<file path="src/hw/rtl/assert_macros.svh">
// assertion macros used by the top rtl file of the scan code decoder
// no dependencies; the bodies are left empty when SYNTHESIS is defined
`ifndef ASSERT_MACROS_SVH
`define ASSERT_MACROS_SVH

`ifndef SYNTHESIS

// property that must hold at every edge outside reset
`define ASSERT_ALWAYS(label, clk, rst, prop) \
   label: assert property (@(posedge clk) disable iff (rst) (prop)) \
      else $error("assertion failed");

// antecedent implies consequent in the same cycle
`define ASSERT_IMPLIES(label, clk, rst, ante, cons) \
   label: assert property (@(posedge clk) disable iff (rst) (ante) |-> (cons)) \
      else $error("assertion failed");

`else

`define ASSERT_ALWAYS(label, clk, rst, prop)
`define ASSERT_IMPLIES(label, clk, rst, ante, cons)

`endif

`endif

</file>
<file path="src/hw/rtl/scs1_pkg.sv">
// types, constants and key table for the scan code set 1 decoder
// no dependencies; used by scs1_decode and scancode_set1_to_ascii_decoder
package scs1_pkg;

   localparam logic [7:0] PREFIX_CODE  = 8'hE0;
   localparam int         RELEASE_BIT  = 7;

   typedef enum logic [3:0] {
      KIND_UNKNOWN   = 4'd0,
      KIND_PRINTABLE = 4'd1,
      KIND_ESCAPE    = 4'd2,
      KIND_ENTER     = 4'd3,
      KIND_BACKSPACE = 4'd4,
      KIND_LCTRL     = 4'd5,
      KIND_LSHIFT    = 4'd6,
      KIND_RSHIFT    = 4'd7,
      KIND_LALT      = 4'd8,
      KIND_CAPS      = 4'd9
   } key_kind_type;

   typedef struct packed {
      logic ctrl;
      logic shift;
      logic alt;
      logic caps;
   } flags_type;

   typedef struct packed {
      key_kind_type kind;
      logic [6:0]   ch;
   } entry_type;

   typedef struct packed {
      key_kind_type kind;
      logic [6:0]   ch;
      logic         is_press;
      flags_type    flags;
   } result_type;

   // us layout, letters held upper case
   function automatic entry_type key_lookup(input logic [6:0] code);
      entry_type e;
      e = '{KIND_UNKNOWN, 7'h00};
      case (code)
         7'h01: e = '{KIND_ESCAPE,    7'h00};
         7'h02: e = '{KIND_PRINTABLE, 7'h31};
         7'h03: e = '{KIND_PRINTABLE, 7'h32};
         7'h04: e = '{KIND_PRINTABLE, 7'h33};
         7'h05: e = '{KIND_PRINTABLE, 7'h34};
         7'h06: e = '{KIND_PRINTABLE, 7'h35};
         7'h07: e = '{KIND_PRINTABLE, 7'h36};
         7'h08: e = '{KIND_PRINTABLE, 7'h37};
         7'h09: e = '{KIND_PRINTABLE, 7'h38};
         7'h0A: e = '{KIND_PRINTABLE, 7'h39};
         7'h0B: e = '{KIND_PRINTABLE, 7'h30};
         7'h0C: e = '{KIND_PRINTABLE, 7'h2D};
         7'h0D: e = '{KIND_PRINTABLE, 7'h3D};
         7'h0E: e = '{KIND_BACKSPACE, 7'h08};
         7'h10: e = '{KIND_PRINTABLE, 7'h51};
         7'h11: e = '{KIND_PRINTABLE, 7'h57};
         7'h12: e = '{KIND_PRINTABLE, 7'h45};
         7'h13: e = '{KIND_PRINTABLE, 7'h52};
         7'h14: e = '{KIND_PRINTABLE, 7'h54};
         7'h15: e = '{KIND_PRINTABLE, 7'h59};
         7'h16: e = '{KIND_PRINTABLE, 7'h55};
         7'h17: e = '{KIND_PRINTABLE, 7'h49};
         7'h18: e = '{KIND_PRINTABLE, 7'h4F};
         7'h19: e = '{KIND_PRINTABLE, 7'h50};
         7'h1C: e = '{KIND_ENTER,     7'h0A};
         7'h1D: e = '{KIND_LCTRL,     7'h00};
         7'h1E: e = '{KIND_PRINTABLE, 7'h41};
         7'h1F: e = '{KIND_PRINTABLE, 7'h53};
         7'h20: e = '{KIND_PRINTABLE, 7'h44};
         7'h21: e = '{KIND_PRINTABLE, 7'h46};
         7'h22: e = '{KIND_PRINTABLE, 7'h47};
         7'h23: e = '{KIND_PRINTABLE, 7'h48};
         7'h24: e = '{KIND_PRINTABLE, 7'h4A};
         7'h25: e = '{KIND_PRINTABLE, 7'h4B};
         7'h26: e = '{KIND_PRINTABLE, 7'h4C};
         7'h27: e = '{KIND_PRINTABLE, 7'h3B};
         7'h28: e = '{KIND_PRINTABLE, 7'h27};
         7'h2A: e = '{KIND_LSHIFT,    7'h00};
         7'h2C: e = '{KIND_PRINTABLE, 7'h5A};
         7'h2D: e = '{KIND_PRINTABLE, 7'h58};
         7'h2E: e = '{KIND_PRINTABLE, 7'h43};
         7'h2F: e = '{KIND_PRINTABLE, 7'h56};
         7'h30: e = '{KIND_PRINTABLE, 7'h42};
         7'h31: e = '{KIND_PRINTABLE, 7'h4E};
         7'h32: e = '{KIND_PRINTABLE, 7'h4D};
         7'h33: e = '{KIND_PRINTABLE, 7'h2C};
         7'h34: e = '{KIND_PRINTABLE, 7'h2E};
         7'h35: e = '{KIND_PRINTABLE, 7'h2F};
         7'h36: e = '{KIND_RSHIFT,    7'h00};
         7'h38: e = '{KIND_LALT,      7'h00};
         7'h39: e = '{KIND_PRINTABLE, 7'h20};
         7'h3A: e = '{KIND_CAPS,      7'h00};
         default: e = '{KIND_UNKNOWN, 7'h00};
      endcase
      return e;
   endfunction

   // shifted form of a non-letter printable
   function automatic logic [6:0] shift_map(input logic [6:0] c);
      logic [6:0] r;
      r = c;
      case (c)
         7'h31: r = 7'h21;
         7'h32: r = 7'h40;
         7'h33: r = 7'h23;
         7'h34: r = 7'h24;
         7'h35: r = 7'h25;
         7'h36: r = 7'h5E;
         7'h37: r = 7'h26;
         7'h38: r = 7'h2A;
         7'h39: r = 7'h28;
         7'h30: r = 7'h29;
         7'h2C: r = 7'h3C;
         7'h2E: r = 7'h3E;
         7'h2F: r = 7'h3F;
         7'h3B: r = 7'h3A;
         7'h27: r = 7'h22;
         7'h5B: r = 7'h7B;
         7'h5D: r = 7'h7D;
         7'h2D: r = 7'h5F;
         7'h3D: r = 7'h2B;
         default: r = c;
      endcase
      return r;
   endfunction

endpackage

</file>
<file path="src/hw/rtl/scancode_set1_to_ascii_decoder.sv">
// Scan code set 1 to ASCII key decoder, US layout.
// Depends on scs1_pkg, scs1_decode and assert_macros.svh.
//
// req_ channel: one raw keyboard byte per beat (req_scan_byte). rsp_ channel:
// one decoded key event per beat, with kind, character, press/release and the
// ctrl, shift, alt and caps lock state after that byte.
// An extended prefix byte (E0) is consumed and gives no rsp_ beat; every
// other byte gives exactly one, in order.
// A byte is held in the input register, then goes through table lookup and
// modifier update into the result register, which drives rsp_.
// Throughput: one byte per cycle, sustained, while rsp_stall stays low.
// When rsp_stall is high the result register holds its beat and the input
// register keeps one more byte; req_stall rises only when both are full and
// the waiting byte needs the result register. A waiting prefix byte never
// stalls. Modifier state moves only when a result is loaded.
// Reset (synchronous, active high) empties both registers and clears all
// modifier flags and caps lock.
module scancode_set1_to_ascii_decoder (
   input  logic       clock,
   input  logic       reset,
   input  logic       req_valid,
   output logic       req_stall,
   input  logic [7:0] req_scan_byte,
   output logic       rsp_valid,
   input  logic       rsp_stall,
   output logic [3:0] rsp_key_kind,
   output logic [6:0] rsp_char_code,
   output logic       rsp_is_press,
   output logic       rsp_ctrl_held,
   output logic       rsp_shift_held,
   output logic       rsp_alt_held,
   output logic       rsp_caps_on
);
   import scs1_pkg::*;
`include "assert_macros.svh"

   logic       in_valid_ff, in_valid_in;
   logic [7:0] in_byte_ff;
   logic       out_valid_ff, out_valid_in;
   result_type result_ff;
   flags_type  flags_ff, flags_in;

   logic       is_prefix;
   result_type res;
   flags_type  flags_next;
   logic       out_free;
   logic       advance;
   logic       load_out;
   logic       req_fire;

   scs1_decode u_decode (
      .scan_byte  (in_byte_ff),
      .flags      (flags_ff),
      .is_prefix  (is_prefix),
      .res        (res),
      .flags_next (flags_next)
   );

   assign out_free  = !out_valid_ff || !rsp_stall;
   assign advance   = in_valid_ff && (is_prefix || out_free);
   assign load_out  = advance && !is_prefix;
   assign req_stall = in_valid_ff && !advance;
   assign req_fire  = req_valid && !req_stall;

   always_comb begin
      in_valid_in = in_valid_ff;
      if (req_fire) begin
         in_valid_in = 1'b1;
      end else if (advance) begin
         in_valid_in = 1'b0;
      end
   end

   always_comb begin
      out_valid_in = out_valid_ff;
      if (load_out) begin
         out_valid_in = 1'b1;
      end else if (out_free) begin
         out_valid_in = 1'b0;
      end
   end

   assign flags_in = load_out ? flags_next : flags_ff;

   always_ff @(posedge clock) begin
      if (reset) begin
         in_valid_ff  <= 1'b0;
         out_valid_ff <= 1'b0;
         flags_ff     <= '0;
      end else begin
         in_valid_ff  <= in_valid_in;
         out_valid_ff <= out_valid_in;
         flags_ff     <= flags_in;
      end
   end

   // payload registers, no reset
   always_ff @(posedge clock) begin
      if (req_fire) begin
         in_byte_ff <= req_scan_byte;
      end
      if (load_out) begin
         result_ff <= res;
      end
   end

   assign rsp_valid      = out_valid_ff;
   assign rsp_key_kind   = result_ff.kind;
   assign rsp_char_code  = result_ff.ch;
   assign rsp_is_press   = result_ff.is_press;
   assign rsp_ctrl_held  = result_ff.flags.ctrl;
   assign rsp_shift_held = result_ff.flags.shift;
   assign rsp_alt_held   = result_ff.flags.alt;
   assign rsp_caps_on    = result_ff.flags.caps;

   // a waiting prefix byte is always drained
   `ASSERT_IMPLIES(a_prefix_never_stalls, clock, reset, in_valid_ff && is_prefix, !req_stall)

   // flags only move when a result is loaded, so the shown beat matches state
   `ASSERT_IMPLIES(a_rsp_flags_match_state, clock, reset, out_valid_ff, result_ff.flags == flags_ff)

   // caps lock only flips on a caps press
   `ASSERT_IMPLIES(a_caps_only_on_press, clock, reset, !$past(reset) && (flags_ff.caps != $past(flags_ff.caps)), $past(load_out && res.kind == KIND_CAPS && res.is_press))

   // unmapped codes carry no character
   `ASSERT_IMPLIES(a_unknown_has_no_char, clock, reset, out_valid_ff && result_ff.kind == KIND_UNKNOWN, result_ff.ch == 7'h00)

endmodule

</file>
<file path="src/hw/rtl/scs1_decode.sv">
// combinational decode of one registered scan code byte
// depends on scs1_pkg for the key table, shift map and types
module scs1_decode (
   input  logic [7:0]          scan_byte,
   input  scs1_pkg::flags_type flags,
   output logic                is_prefix,
   output scs1_pkg::result_type res,
   output scs1_pkg::flags_type flags_next
);
   import scs1_pkg::*;

   entry_type  entry;
   logic       pressed;
   logic       is_letter;
   logic [6:0] ch;

   assign is_prefix = (scan_byte == PREFIX_CODE);
   assign pressed   = !scan_byte[RELEASE_BIT];
   assign entry     = key_lookup(scan_byte[6:0]);
   assign is_letter = (entry.ch >= 7'h41) && (entry.ch <= 7'h5A);

   always_comb begin
      ch = entry.ch;
      if (entry.kind == KIND_PRINTABLE && pressed) begin
         if (is_letter) begin
            if (flags.shift == flags.caps) begin
               ch = entry.ch + 7'h20;
            end
         end else if (flags.shift) begin
            ch = shift_map(entry.ch);
         end
      end
   end

   always_comb begin
      flags_next = flags;
      case (entry.kind)
         KIND_LCTRL:  flags_next.ctrl  = pressed;
         KIND_LSHIFT: flags_next.shift = pressed;
         KIND_RSHIFT: flags_next.shift = pressed;
         KIND_LALT:   flags_next.alt   = pressed;
         KIND_CAPS: begin
            if (pressed) begin
               flags_next.caps = !flags.caps;
            end
         end
         default: flags_next = flags;
      endcase
   end

   assign res = '{kind: entry.kind, ch: ch, is_press: pressed, flags: flags_next};

endmodule
</file>
<file path="config.mk">
export PLATFORM = sky130hd
export DESIGN_NAME = scancode_set1_to_ascii_decoder
export DESIGN_NICKNAME = d
export VERILOG_FILES = /design/src/hw/rtl/scs1_pkg.sv /design/src/hw/rtl/scancode_set1_to_ascii_decoder.sv /design/src/hw/rtl/scs1_decode.sv
export VERILOG_INCLUDE_DIRS = /design/src /design/src/hw/rtl
export SDC_FILE = /design/constraint.sdc
export NUM_CORES = 1
export LEC_CHECK = 0
export BUFFER_PORTS_ARGS = -buffer_cell sky130_fd_sc_hd__buf_2
export CAP_MARGIN = 20
export CORE_AREA = 2 2 81 83
export DETAILED_ROUTE_END_ITERATION = 7
export DIE_AREA = 0 0 83 85
export GPL_TIMING_DRIVEN = 1
export PLACE_DENSITY = 0.71
export REMOVE_ABC_BUFFERS = 1
export SLEW_MARGIN = 10
export SYNTH_ARGS = -nofsm -noshare
export SYNTH_HDL_FRONTEND = slang
export SYNTH_SLANG_ARGS = --single-unit
</file>
<file path="constraint.sdc">
create_clock -name clock -period 2.65 [get_ports clock]
set_input_delay 0.1325 -clock clock [delete_from_list [all_inputs] [get_ports clock]]
set_output_delay 0.1325 -clock clock [all_outputs]
set_load 0.01 [all_outputs]
</file>
==> impl_results.md, run 1 <==
* DR vias/cell at 6.01
* Mean post-synth cell area at 8.91 µm²
* Die area at 7060 µm²
* Critical path type: reg2reg
* Yosys reg bits at 41
* Syn Inst Count at 340
* Clock tree sinks at 41
* Synth area leader: edfxtp_1
* Leakage at 1.45 nW
* Vias at 2818
* DRT Wirelength at 7.66 mm
* Area delta synth->final at 17.1%
* CTS max path bufs at 2
* Final setup viols at 0
* GP Congestion at 0.854
* Initial Util at 48.8%
* Post-route insts no fill at 469
* Final Hold Fails at 0
* Seq. cell area at 1060 µm²
* Initial DRC Count at 173
* Filler cells at 558
* DRT antenna net count at 0
* Pwr/cell area at 516 nW/µm²
* Crit end category: flip-flop
* Global-route wire length before repair at 12.7 mm
* CTS tree: built
* Largest net degree at the start of global routing at 24
* GRT overflow at 0
* Commonest non-fill, non-tap cell in the layout: nand2_1
* Syn. warnings at 0
* Hold_buf cts at 0
* Tmin final at 2530 ps
* H-Tree Depth at 2
* Top cell type's share of synthesized area at 23.8%
* Hold Crit Class: in2reg
* Worst-Skew Late Latency at 300 ps
* Top cells by area, synth: edfxtp_1 (24%), dfxtp_1 (11%), ha_1 (5.0%), nand2_1 (4.3%), o21ai_0 (3.6%)
* Most frequent cells in the layout: nand2_1 (35), buf_4 (33), buf_2 (30)
* Dpl hpwl at 5.69 mm
* Core ar. at 6200 µm²
* Max cap viols at 0
* Setup Total Neg Slack at 0 ps
* Share of cells above drive strength 1 at 26.0%
* Core Rows at 29
* Number of synthesized flops with an enable pin at 24
* Crit Path Max Fanout at 6
* Ys flop type: edfxtp_1
* Top Ports at 30
* Area occupied by multi-input gates at 1780 µm²
* RSZ-0062 raised after global routing: false
* Routed length per instance at 16.3 µm
* Final core occ at 57.2%
* Post-route worst setup slack at 124 ps
* Worst relative slew slack at 50.8%
* Overall Power at 1.83 mW
* Vias in the first global route at 2708
* F_max at 0.396 GHz
* Ant diodes at 0
* Pre-CTS setup slack at 59.9 ps
* Final Slew Violations at 0
* PortBufs at 29
* Syn Std Cell Area at 3030 µm²
* Period utilization at 95.3%
* Worst slew pin tran at 738 ps
* Arrival @ worst endpoint at 2690 ps
* Die Span X at 83 µm
* Synth unique cells at 77
* Total CTS buffers at 5
* Async SR Flop Fraction at 0%
* GRT Util Overall at 21.7%
* Root Buffer: clkbuf_8
* Clock Pin Slew Worst Setup and Hold Paths at 90 ps
* NumNets Final at 415
* Die Ht at 85 µm
* # DRC at 0
* DRT Pass-1 Iters at 5
* Placed cell count at 458
* WP data required at 2820 ps
* Startpoint Class: flip-flop
* VDD IR-drop max at 0.000312 V
* Seq/Total Area, Yosys at 35.0%
* Setup Skew at 10.5 ps
* Status: finished, final reports clean
* Initial antenna violation count at 0
## path summary, 6_finish.rpt
path                   end  cells past startpoint        startpoint  slack (ps)
max              flip-flop                      8     in_byte_ff[3]         120
max reg2reg      flip-flop                      8     in_byte_ff[3]         120
min          in_byte_ff[7]                      1  req_scan_byte[7]          10
min reg2reg      rsp_valid                      2       in_valid_ff         490
## power breakdown
| group | switching, mW | internal [mW] | total, mW |
|---|---|---|---|
| registers | 0.0536 | 0.726 | 0.780 |
| clock network | 0.231 | 0.282 | 0.514 |
| logic | 0.306 | 0.233 | 0.539 |
| total | 0.591 | 1.24 | 1.83 |
## metrics by stage
step	instance area (µm²)	hold slack (ps)
finish	3550	10.2
global route	3550	8.59
CTS	3520	7.04
detailed placement	3410	315
global placement	3410	312
floorplan	2900	202
## metal layers
metal	track usage (%)	routed length (µm)	vias to the layer above
li1	-	-	1384
met1	27.2	3270	1304
met2	37.2	3640	106
met3	2.33	432	24
met4	11.2	317	0
met5	0	0	-
## what timing repair did
item | in CTS | in global routing
setup endpoints to repair | 0 | 9
setup buffers | 0 | 3
resized for setup | 0 | 2
## worst max-delay path, stage by stage (launching register included)
cell      delay [ps]
edfxtp_1         430
nor4b_2          340
a41o_2           330
a31o_2           230
inv_1             70
buf_4            160
ha_1             240
o311ai_0         410
a31oi_1          170
## cells by family (layout without fill, tap and decap cells)
group                    Yosys count  after routing  synth area share (%)
multiplexers                       9              9                  3.35
AO/OA/AOI/OAI                    107            107                  25.8
buffers and inverters             38             90                  6.44
AND/OR/NAND/NOR                  127            127                  22.7
flip-flops                        41             41                  35.0
adder cells (fa/ha/maj)           12             12                  4.96
XOR/XNOR                           6              6                  1.74
## synthesized netlist by cell type (all sizes together), types with 4 or more instances
library cell / instances
nand4: 4
edfxtp: 24
or3: 4
a2111oi: 4
a211oi: 4
a31o: 6
mux2i: 6
a21oi: 21
o311ai: 4
ha: 12
buf: 15
nor3: 10
a31oi: 8
nor3b: 5
nor2b: 4
nand2b: 4
a221oi: 4
o21bai: 4
inv: 17
clkbuf: 6
nand3: 10
dfxtp: 17
o31ai: 4
nand2: 36
nor2: 29
o21ai: 23
## cell type report
type                            count  share of cell area (%)
Tap cell                           77                    2.72
Inverter                           17                    1.80
Multi-Input combinational cell    261                    50.1
Sequential cell                    41                    29.9
Clock buffer                        5                    1.94
Timing Repair Buffer               65                    12.3
Clock inverter                      3                    1.23
Power figures use the tool's default switching activity.
==> run 2, diff against run 1 <==
Settings changed: CORE_AREA 2 2 81 83 to 2 2 80 82, DIE_AREA 0 0 83 85 to 0 0 82 84, PLACE_DENSITY 0.71 to 0.7, SYNTH_HIERARCHICAL from default to 1.
==> impl_results.md, run 2 <==
* Die Ht at 84 µm (-1.2%)
* Area delta synth->final at 49.1%
* Max FFs per register at 8
* Startpoint Class: flip-flop
* Seq/Total Area, Yosys at 28.9% (-6.2 points)
* Pwr/cell area at 355 nW/µm² (-31%)
* Hold Crit Class: in2reg
* Vias in the first global route at 2974 (+9.8%)
* Die Span X at 82 µm (-1.2%)
* Total CTS buffers at 5 (unchanged)
* Setup Skew at 5.48 ps (-4.99 ps)
* Core Rows at 29 (unchanged)
* VDD IR-drop max at 0.000366 V (+17%)
* PortBufs at 29 (unchanged)
* H-Tree Depth at 2 (unchanged)
* Initial antenna violation count at 0 (unchanged)
* Placed cell count at 494 (+7.9%)
* Worst slew pin tran at 710 ps (-28.3 ps)
* Mean post-synth cell area at 9.19 µm² (+3.1%)
* Highest metal used: met4
* Root Buffer: clkbuf_8
* Async SR Flop Fraction at 0% (unchanged)
* Clock tree sinks at 30 (-27%)
* WL met1 at 3.65 mm (+11%)
* Global-route wire length before repair at 14.3 mm (+13%)
* Clock Pin Slew Worst Setup and Hold Paths at 60 ps (-30 ps)
* Number of synthesized flops with an enable pin at 24 (unchanged)
* Met2 routed WL at 4.71 mm (+29%)
* Worst Hold Slack at 27.8 ps (+17.6 ps)
* Die area at 6890 µm² (-2.4%)
* Max cap viols at 0 (unchanged)
* Highest-delay cell along the critical path: o41a_4
* Status: finished with violations
* Initial DRC Count at 173 (unchanged)
* Syn Std Cell Area at 2910 µm² (-3.8%)
* DRT Pass-1 Iters at 5 (unchanged)
* Vias at 3102 (+10%)
* Initial Util at 47.8% (-1.0 points)
* Yosys reg bits at 30 (-27%)
* WP buf/inv at 4 (+2)
* Tmin final at 3220 ps (+690 ps)
* Crit-path leading delay family: compound AO/OA/AOI/OAI gates
* GRT Util Overall at 26.7% (+5.0 points)
* Overall Power at 1.54 mW (-16%)
* Ys flop type: edfxtp_1
* Flop2flop setup slack at -570 ps (-690 ps)
* Largest net degree at the start of global routing at 26 (+8.3%)
* Met3 WL at 574 µm (+33%)
* Largest Register: in_byte_ff
* Synth unique cells at 83 (+7.8%)
* Top cells by area, synth: edfxtp_1 (25%), ha_1 (6.0%), nand2b_1 (4.9%), dfxtp_1 (4.1%), mux2i_1 (3.4%)
* Critical path type: reg2reg
* CTS max path bufs at 2 (unchanged)
* DRT antenna net count at 0 (unchanged)
* Post-route worst setup slack at -567 ps (-690 ps)
* Worst-Skew Late Latency at 280 ps (-20 ps)
* NumNets Final at 463 (+12%)
* Final Hold Fails at 0 (unchanged)
* Crit end category: flip-flop
* GP Congestion at 0.991 (+16%)
* Final core occ at 71.3% (+14 points)
* Core ar. at 6100 µm² (-1.8%)
* CTS tree: built
* # DRC at 0 (unchanged)
* Period utilization at 121% (+26 points)
* Synth area leader: edfxtp_1
* Top Ports at 30 (unchanged)
* F_max at 0.311 GHz (-21%)
* Leakage at 1.73 nW (+19%)
* Syn. warnings at 6 (+6)
* Hold_buf cts at 0 (unchanged)
* Dpl hpwl at 6.26 mm (+10%)
* Post-route insts no fill at 515 (+9.8%)
* Routed length per instance at 18.4 µm (+13%)
* GRT overflow at 0 (unchanged)
* Most common cell in the netlist: edfxtp_1
* Worst relative slew slack at 52.6% (+1.8 points)
* Share of cells above drive strength 1 at 51.4% (+25 points)
* Final Slew Violations at 0 (unchanged)
* WP data required at 2670 ps (-150 ps)
* Failing checks: negative setup slack
* Crit Path Max Fanout at 5 (-1)
* Most frequent cells in the layout: buf_4 (96), buf_2 (29), edfxtp_1 (24)
* Setup Total Neg Slack at -3650 ps (-3650 ps)
* Ant diodes at 0 (unchanged)
* Top cell type's share of synthesized area at 24.7% (+0.95 points)
* DRT Wirelength at 9.49 mm (+24%)
* Commonest non-fill, non-tap cell in the layout: buf_4
* Ranking of synthesized cells by instance count: edfxtp_1 (24), nand2b_1 (23), nand2_1 (22)
* Final setup viols at 7 (+7)
* Crit path cell chain: buf_6 > ha_4 > buf_6 > mux2i_1 > and3_4 > o41a_4 > nor4_4 > buf_4 > nand2_4 > o211ai_4 > o311ai_4 > buf_4 > o31ai_1 > o21ai_1
* RSZ-0062 raised after global routing: true
* CP peak stage delay at 490 ps (+60 ps)
* DR vias/cell at 6.02 (+0.25%)
* Syn Inst Count at 317 (-6.8%)
* Arrival @ worst endpoint at 3240 ps (+550 ps)
run 2: cell families after synthesis:
family	Yosys count	share of synthesized area [%]
AOI/OAI and AO/OA	89	24.6
DFF	30	28.9
buffers and inverters	38	8.03
xor gates and xnor gates	4	1.20
adders and majority gates	14	6.01
and+or+nand+nor	128	26.3
muxes	14	4.98
run 2: per-stage QoR:
stage	cell area, µm²	setup slack, ps
final	4340	-567
after global routing	4340	-635
after CTS	3980	-421
after detailed placement	3700	-733
after global placement	3700	-579
after floorplan	2730	-1020
run 2: metal layers:
metal,global-route usage (%),vias to the layer above
met2,43.1,157
met5,0,-
met4,14.8,0
met1,32.0,1466
met3,6.17,52
li1,-,1427
run 2: repair_timing:
action                     CTS  global route
pin swaps                    7            14
setup endpoints to repair    7            11
resized for setup           34            60
buffers inserted             7             6
cloned                       0             0
run 2: worst paths after layout:
kind / cells past startpoint / to / from
worst max-delay path: 14 / rsp_char_code[0] / in_byte_ff[1]
worst min-delay path: 1 / in_byte_ff[6] / req_scan_byte[6]
worst max register to register: 14 / rsp_char_code[0] / in_byte_ff[1]
worst min register to register: 2 / flags_ff[1] / flags_ff[1]
run 2: worst register-to-register path, delay by kind of cell (launching register included):
family	cells	cell delay, ps
compound gates	5	1170
buf+inv	4	600
simple gates	3	500
flops	1	460
fa+ha+maj	1	170
mux	1	70
run 2: layout make-up:
class | count | area (µm²)
clock buffers | 7 | 86.3
multi-input cells | 249 | 2240
flip-flops and latches | 30 | 841
inverters | 13 | 51.3
repair buffers | 138 | 1020
well taps | 77 | 96.3
fillers | 386 | 1750
clock inverters | 1 | 5.00
run 2: report_power, final:
group	internal, mW	total (mW)	switching [mW]	leakage, nW
sequential	0.534	0.550	0.0160	0.284
clock	0.209	0.381	0.171	0.0482
combinational	0.290	0.612	0.322	1.39
total	1.03	1.54	0.509	1.73
